**src/sv/bb3_pkg.sv**
```systemverilog
// Shared types, constants and the reciprocal table for the 3x3 box blur.
package bb3_pkg;

   localparam int DEF_MAX_WIDTH  = 1024;
   localparam int DEF_MAX_HEIGHT = 1024;

   localparam int CFG_W       = 11;
   localparam int CH_W        = 8;
   localparam int PIX_W       = 3 * CH_W;
   localparam int SUM_W       = 12;
   localparam int NUM_W       = SUM_W + 1;
   localparam int CNT_W       = 4;
   localparam int RECIP_W     = 18;
   localparam int RECIP_SHIFT = 18;
   localparam int PROD_W      = NUM_W + RECIP_W;

   localparam logic [CFG_W-1:0] WIDTH_RESET  = CFG_W'(640);
   localparam logic [CFG_W-1:0] HEIGHT_RESET = CFG_W'(480);

   localparam logic REG_WIDTH  = 1'b0;
   localparam logic REG_HEIGHT = 1'b1;

   typedef struct packed {
      logic       accept;
      logic       load;
      logic       sum;
      logic       mul;
      logic [1:0] slot;
   } cmd_type;

   typedef struct packed {
      logic [3:0] slot_valid;
   } status_type;

   // ceil(2^18 / (2n)); exact floor for numerators below 8192
   function automatic logic [RECIP_W-1:0] recip(input logic [CNT_W-1:0] n);
      logic [RECIP_W-1:0] m;
      case (n)
         4'd1:    m = 18'd131072;
         4'd2:    m = 18'd65536;
         4'd3:    m = 18'd43691;
         4'd4:    m = 18'd32768;
         4'd5:    m = 18'd26215;
         4'd6:    m = 18'd21846;
         4'd7:    m = 18'd18725;
         4'd8:    m = 18'd16384;
         4'd9:    m = 18'd14564;
         default: m = '0;
      endcase
      return m;
   endfunction

endpackage

```
**src/sv/bb3_ctrl.sv**
```systemverilog
// Controller: sequences load, per-result sum, multiply and output handshake.
module bb3_ctrl (
   input  logic                clock,
   input  logic                reset,
   input  logic                req_valid,
   output logic                req_stall,
   output logic                rsp_valid,
   input  logic                rsp_stall,
   input  bb3_pkg::status_type status,
   output bb3_pkg::cmd_type    cmd
);

   localparam logic [2:0] ST_IDLE = 3'd0;
   localparam logic [2:0] ST_LOAD = 3'd1;
   localparam logic [2:0] ST_SCAN = 3'd2;
   localparam logic [2:0] ST_SUM  = 3'd3;
   localparam logic [2:0] ST_MUL  = 3'd4;
   localparam logic [2:0] ST_OUT  = 3'd5;

   logic [2:0] state_ff, state_in;
   logic [1:0] slot_ff, slot_in;
   logic       accept;

   assign req_stall = (state_ff != ST_IDLE);
   assign rsp_valid = (state_ff == ST_OUT);
   assign accept    = req_valid && (state_ff == ST_IDLE);

   always_comb begin
      state_in = state_ff;
      slot_in  = slot_ff;
      case (state_ff)
         ST_IDLE: begin
            if (req_valid) begin
               state_in = ST_LOAD;
            end
         end
         ST_LOAD: begin
            state_in = ST_SCAN;
            slot_in  = 2'd0;
         end
         ST_SCAN: begin
            if (status.slot_valid[slot_ff]) begin
               state_in = ST_SUM;
            end else if (slot_ff == 2'd3) begin
               state_in = ST_IDLE;
            end else begin
               slot_in = slot_ff + 2'd1;
            end
         end
         ST_SUM:  state_in = ST_MUL;
         ST_MUL:  state_in = ST_OUT;
         ST_OUT: begin
            if (!rsp_stall) begin
               if (slot_ff == 2'd3) begin
                  state_in = ST_IDLE;
               end else begin
                  state_in = ST_SCAN;
                  slot_in  = slot_ff + 2'd1;
               end
            end
         end
         default: state_in = ST_IDLE;
      endcase
   end

   always_ff @(posedge clock) begin
      if (reset) begin
         state_ff <= ST_IDLE;
         slot_ff  <= '0;
      end else begin
         state_ff <= state_in;
         slot_ff  <= slot_in;
      end
   end

   assign cmd.accept = accept;
   assign cmd.load   = (state_ff == ST_LOAD);
   assign cmd.sum    = (state_ff == ST_SUM);
   assign cmd.mul    = (state_ff == ST_MUL);
   assign cmd.slot   = slot_ff;

   a_accept_loads: assert property (@(posedge clock) disable iff (reset)
      accept |=> state_ff == ST_LOAD)
      else $error("accepted item not loaded");

   a_out_valid_slot: assert property (@(posedge clock) disable iff (reset)
      state_ff == ST_OUT |-> status.slot_valid[slot_ff])
      else $error("result shown for an empty slot");

   a_last_slot_idle: assert property (@(posedge clock) disable iff (reset)
      state_ff == ST_OUT && !rsp_stall && slot_ff == 2'd3 |=> state_ff == ST_IDLE)
      else $error("no return to idle after last slot");

endmodule

```
**config.mk**
```make
export PLATFORM = sky130hd
export DESIGN_NAME = bb3_ctrl
export DESIGN_NICKNAME = d
export VERILOG_FILES = /design/src/sv/bb3_pkg.sv /design/src/sv/bb3_ctrl.sv
export SDC_FILE = /design/constraint.sdc
export NUM_CORES = 1
export LEC_CHECK = 0
export BUFFER_PORTS_ARGS = -buffer_cell sky130_fd_sc_hd__clkbuf_2
export CORE_AREA = 3 3 40 42
export CTS_CLUSTER_SIZE = 40
export DETAILED_ROUTE_END_ITERATION = 10
export DIE_AREA = 0 0 43 45
export PLACE_DENSITY_LB_ADDON = 0.1
export SLEW_MARGIN = 25
export SYNTH_ARGS = -nofsm -noshare
export SYNTH_HDL_FRONTEND = slang
export SYNTH_SLANG_ARGS = --single-unit
```
**constraint.sdc**
```tcl
create_clock -name clock -period 5 [get_ports clock]
set_input_delay 0.25 -clock clock [delete_from_list [all_inputs] [get_ports clock]]
set_output_delay 0.25 -clock clock [all_outputs]
set_load 0.01 [all_outputs]
```
==> summary.txt, run 1 <==
Min path
  • Hold WC Path Type: input port to flip-flop
  • Hold path cells: 2
  • Min-delay src: reset

GRT
  • GR Overflow Total: 0
  • Vias in the first global route: 294
  • Largest net degree at the start of global routing: 13
  • First-pass GRT wire length: about 1300 um
  • GRT Overall Usage: 0.0958
  • Initial antenna violation count: 0

Final layout
  • Post-layout util: 0.353
  • Syn-to-layout area delta: 30.1%
  • Register area: between 100 and 150 um2
  • Layout cells sized above 1: 0.333
  • Ant. Diodes: 0
  • Multi-input logic area: ~220 um2
  • Fill count: ~140
  • Fin nets: 70
  • Design area: around 450 um2

Power
  • Comb pwr share: 0.225
  • Peak VDD IR: 0.000110 V
  • Leakage: roughly 0.00022 uW
  • Clock power frac: 0.379
  • Total Power: about 120 uW
  • NetSw: approximately 34 uW
  • Seq pwr share: 0.397
  • Net switching fraction of the power: 0.282
  • Pint: slightly below 90 uW
  • Power per cell area: approximately 270 mW/mm2

Clock network
  • Num CTS Buffers: 3
  • CTS tree: yes
  • Reg clk slew, reported paths: around 0.04 ns
  • CTS Buffer Depth: 2
  • Hold bufs inserted after CTS: 0
  • Clock Latency Late Sink: roughly 0.24 ns
  • Post-CTS sizing: 0
  • Post CTS Setup Buffer Count: 0
  • Clock root cell: clkbuf_4
  • Sinks on the clock net: 5
  • # H-tree levels: 1

Floorplan
  • Chip width: ~43 um
  • Die height: ~45 um
  • Die ar.: ~0.0019 mm2
  • Core Footprint: around 0.0013 mm2
  • IO Pins: 16
  • Initial core utilization: 0.272
  • Cell Rows: 13

Route
  • Total wire length: around 790 um
  • Wirelength per Cell: 10.5 um
  • Drc violations: 0
  • Vias: approximately 350
  • First-pass DRT Iterations: 4
  • Vias per cell: around 4.6
  • Initial drt markers: 7
  • DRT antenna net count: 0

Synth
  • Ranking of synthesized cells by area: dfxtp_1, nor2b_1, o21ai_0, mux4_2, nand2_1
  • Yosys cell types: 23
  • Mux cell area share after synthesis: 0.0645
  • Post-Synth Simple-Gate Area: 0.326
  • Post-synth top area cell: dfxtp_1
  • Post-Syn Area: ~350 um2
  • Sequential fraction of the synthesis area: 0.287
  • Share of the synthesized area in the top cell type: 0.287
  • Syn_area_per_cell: just under 8 um2
  • Post-synthesis xor/xnor area fraction: 0
  • Synth Area in Compound Gates: 0.211
  • Cells after Synth: 44
  • Post-Synthesis Net Count: between 50 and 60
  • Largest family of logic cells by synthesized area: simple AND/OR/NAND/NOR gates
  • Yosys Warn Count: 0
  • Adder-Cell Fraction of Synth Area: 0.0358
  • Synth Register Bits: 5

Setup path
  • CP required: between 5 and 6 ns
  • CP Launch Type: flip-flop
  • FF-to-FF Start: slot_ff[0]
  • Crit path DAT: 1.87 ns
  • Crit Path Class: flip-flop to flip-flop
  • Critical path cell sequence: ha_1 -> or4b_1 -> a2bb2oi_1 -> a211o_1 -> a21oi_2
  • R2r endpoint: slot_ff[0]
  • CP max stage delay: between 0.4 and 0.5 ns
  • CP startpoint: slot_ff[0]
  • Critical-path maximum fanout: 5
  • Critical Path End Type: flip-flop
  • R2r worst-path depth: 5
  • Worst Setup EP: slot_ff[0]
  • Slowest cell on crit path: or4b_1
  • R2R setup slack: between 3 and 4 ns

STA
  • Peak Freq: between 500 and 600 MHz
  • RSZ-0062 raised after global routing: false
  • Final setup vio count: 0
  • Fin. max-slew vios: 0
  • Final period demand of the worst path: 1.70 ns
  • Total negative slack: 0 ns
  • Final Hold Fails: 0
  • Setup Skew: about 0.0039 ns
  • Crit share post-route: 0.340
  • Max_slew headroom: 0.771
  • Slew of the pin with the lowest slew margin: 0.343 ns
  • Hold slack final: approximately 0.24 ns

Run status
  • Status: finished, final reports clean

Job
  • Max-capacitance violation count: 0

Placement
  • Number of I/O port buffers: 15
  • Hpwl dp: just over 600 um
  • Placer Congestion: around 0.77
  • Placed inst area: between 400 and 500 um2
## critical path: cells and delay by family, from the launching register on
family                     cells  cell delay (ns)
and+or+nand+nor                1             0.46
AOI/OAI and AO/OA              3             0.59
DFF                            1             0.35
adders and majority gates      1             0.23
## synth_stat cells
master     n
dfxtp_1    5
nand2_1    5
o21ai_0    5
nor2b_1    4
inv_1      3
nor2_1     3
clkbuf_1   2
nand3b_1   2
a211o_1    1
a21oi_1    1
a21oi_2    1
a221oi_1   1
a2bb2oi_1  1
buf_4      1
ha_1       1
mux4_2     1
nand2b_1   1
nor3_1     1
nor3b_1    1
o22a_1     1
or3_1      1
or3b_1     1
or4b_1     1
## metal layers
layer  track usage  wire, um
met5             0         0
met4        0.0723         4
met3        0.0359        36
met2         0.117       353
met1         0.133       397
## power by group through the flow
stage | clock network [uW] | logic, uW | registers, uW
global placement | 0 | 27.8 | 48.7
floorplan | 0 | 21.4 | 45.4
CTS | 49.0 | 27.4 | 47.9
detailed placement | 0 | 27.3 | 48.6
finish | 45.7 | 27.1 | 47.8
global route | 51.7 | 30.2 | 48.9
## worst min-delay path by stage
stage	end	slack [ns]
2_1_floorplan	slot_ff[0]	0.31
3_3_place_gp	slot_ff[0]	0.49
3_5_place_dp	slot_ff[0]	0.50
4_1_cts	slot_ff[0]	0.24
5_1_grt	slot_ff[0]	0.24
6_report	slot_ff[0]	0.24
## state kept, by name, indices dropped and copies added, names as in the netlist
signal,flops
state_ff,3
slot_ff,2
## cell type report
cell class / count / area share
Clock buffer: 4 / 0.0579
Tap cell: 15 / 0.0413
Sequential cell: 5 / 0.220
Multi-Input combinational cell: 33 / 0.490
Inverter: 3 / 0.0248
Timing Repair Buffer: 15 / 0.165
## kinds of logic (layout without fill, tap and decap cells)
group,count (synthesis),after routing
mux,1,1
simple gates,20,20
fa+ha+maj,1,1
buf+inv,6,22
flops,5,5
compound gates,11,11
## cells in the final DEF (no fill, tap or decap), types with 2 or more instances in the layout
master,n
clkbuf_2,15
clkbuf_4,3
dfxtp_1,5
inv_1,3
nand2_1,5
nand3b_1,2
nor2_1,3
nor2b_1,4
o21ai_0,5
## per-stage QoR
step	worst slack, ns	instances
after floorplan	3.36	44
after global placement	3.35	71
final	3.30	75
after CTS	3.29	75
after global routing	3.20	75
after detailed placement	3.30	71
Power figures use the tool's default switching activity.
==> inputs of run 2 (changes only) <==
==> constraint.sdc (replaced) <==
create_clock -name clock -period 1.7 [get_ports clock]
set_input_delay 0.085 -clock clock [delete_from_list [all_inputs] [get_ports clock]]
set_output_delay 0.085 -clock clock [all_outputs]
set_load 0.01 [all_outputs]
==> run 2 against run 1 <==
Clock power grew to 2.9 times the previous value. Largest power group is now the clock network. Critical path depth unchanged. Maximum frequency rose by 4.4%. Highest routed layer unchanged. Sequential cell count did not move. Sequential power grew to 2.7 times the previous value. Cell count is 6.7% higher. Register-to-register slack worse by 3.2 ns. Worst hold slack worse by 0.15 ns. Combinational power increased to 3.8 times the previous value. Via count rose by 9.2%. Critical endpoint unchanged. Non-clock buffer count up 5.
==> summary.txt, run 2 (synthesis results as in run 1) <==
Run status
  • Status: finished, final reports clean

Route
  • Initial drt markers: 1
  • Vias per cell: approximately 4.8
  • Total wire length: 832 um
  • Wirelength per Cell: 10.4 um
  • First-pass DRT Iterations: 2
  • Drc violations: 0
  • DRT antenna net count: 0
  • Vias: 380

STA
  • Final Hold Fails: 0
  • RSZ-0062 raised after global routing: false
  • Max_slew headroom: 0.795
  • Peak Freq: just over 600 MHz
  • Final setup vio count: 0
  • Crit share post-route: 0.957
  • Total negative slack: 0 ns
  • Hold slack final: between 0.09 and 0.1 ns
  • Setup Skew: ~0.000072 ns
  • Slew of the pin with the lowest slew margin: 0.306 ns
  • Fin. max-slew vios: 0
  • Final period demand of the worst path: approximately 1.6 ns

Final layout
  • Biggest register: state_ff
  • Most frequent cells in the layout: clkbuf_2, nand2_1, o21ai_0, buf_4
  • Fill count: ~140
  • Syn-to-layout area delta: 42.3%
  • Commonest non-fill, non-tap cell in the layout: clkbuf_2
  • Fin nets: 75
  • Multi-input logic area: roughly 230 um2
  • Largest regs: state_ff (3), slot_ff (2)
  • Register area: 101 um2
  • Layout cells sized above 1: 0.415
  • Largest register FFs: 3
  • Ant. Diodes: 0

Power
  • Leakage: 0.000242 uW
  • Peak VDD IR: approximately 0.00033 V
  • Power per cell area: 735 mW/mm2

Job
  • Max-capacitance violation count: 0

Floorplan
  • Chip width: 43 um
  • Die ar.: roughly 0.0019 mm2
  • Cell Rows: 13
  • Initial core utilization: 0.272
  • IO Pins: 16
  • Core Footprint: between 0.001 and 0.0015 mm2
  • Die height: between 40 and 50 um

GRT
  • Largest net degree at the start of global routing: 12
  • First-pass GRT wire length: ~1400 um
  • GRT Overall Usage: 0.0933
  • GR Overflow Total: 0
  • Vias in the first global route: approximately 330
  • Initial antenna violation count: 0

Setup path
  • R2R setup slack: 0.07 ns
  • Crit path DAT: ~1.8 ns
  • CP Launch Type: flip-flop
  • Crit Path Class: flip-flop to flip-flop
  • CP required: approximately 1.9 ns
  • Critical-path maximum fanout: 5
  • Critical Path End Type: flip-flop

Clock network
  • CTS tree: yes
  • Clock root cell: clkbuf_4
  • Hold bufs inserted after CTS: 0
  • Reg clk slew, reported paths: approximately 0.040 ns
  • # H-tree levels: 1
  • CTS Buffer Depth: 2
  • Clock Latency Late Sink: about 0.23 ns
  • Post CTS Setup Buffer Count: 0
  • Num CTS Buffers: 3
  • Sinks on the clock net: 5

Min path
  • Hold WC Path Type: input port to flip-flop

Placement
  • Placer Congestion: around 0.76
  • Hpwl dp: 661 um
  • Number of I/O port buffers: 15
[run 2: cell types whose count changed in the layout (fill, tap and decap cells not counted)]
cell	delta
dfxtp_2	+1
buf_4	+5
a21oi_2	+1
dfxtp_1	-1
a21oi_1	-1
[run 2: layer usage]
metal / routed length, um / part of all wire / GRT usage
met1: 401 / 0.48 / 0.121
met2: 390 / 0.47 / 0.138
met3: 32 / 0.038 / 0.0279
met4: 7 / 0.0084 / 0.0542
met5: 0 / 0 / 0
[run 2: worst paths after layout]
| check | start | to | cells after the start |
|---|---|---|---|
| worst max-delay path | slot_ff[0] | slot_ff[0] | 5 |
| worst min-delay path | reset | slot_ff[0] | 2 |
| worst max register to register | slot_ff[0] | slot_ff[0] | 5 |
| worst min register to register | slot_ff[0] | slot_ff[0] | 2 |
[run 2: timing repair]
action / 4_1_cts / 5_1_grt
gates resized for setup: 0 / 2
hold endpoints to repair: 0 / 0
endpoints found under the setup margin: 0 / 2
[run 2: power by group]
group	leakage, uW	switching, uW	internal (uW)
logic	0.000186	51.5	51.9
registers	0.0000412	4.90	125
clock network	0.0000150	43.1	88.4
[run 2: metrics by stage]
step	utilization	instance area [um2]	setup WS (ns)	std cells	power (uW)
floorplan	-	349	0.0574	44	196
global placement	0.362	465	0.0480	76	238
detailed placement	0.362	465	0.0146	76	236
CTS	0.383	492	0.00226	80	372
global route	0.387	497	0.00937	80	392
finish	0.387	497	0.0728	80	365
[run 2: layout make-up]
class	instances	share of cell area
Multi-Input combinational cell	33	0.456
Timing Repair Buffer	20	0.227
Sequential cell	5	0.204
Clock buffer	4	0.0529
Tap cell	15	0.0378
Inverter	3	0.0227
[run 2: critical path, cell delays in order, from the launching register on]
cell and delay (ns):
dfxtp_2 0.34, ha_1 0.22, or4b_1 0.46, a2bb2oi_1 0.17, a211o_1 0.26, a21oi_2 0.11
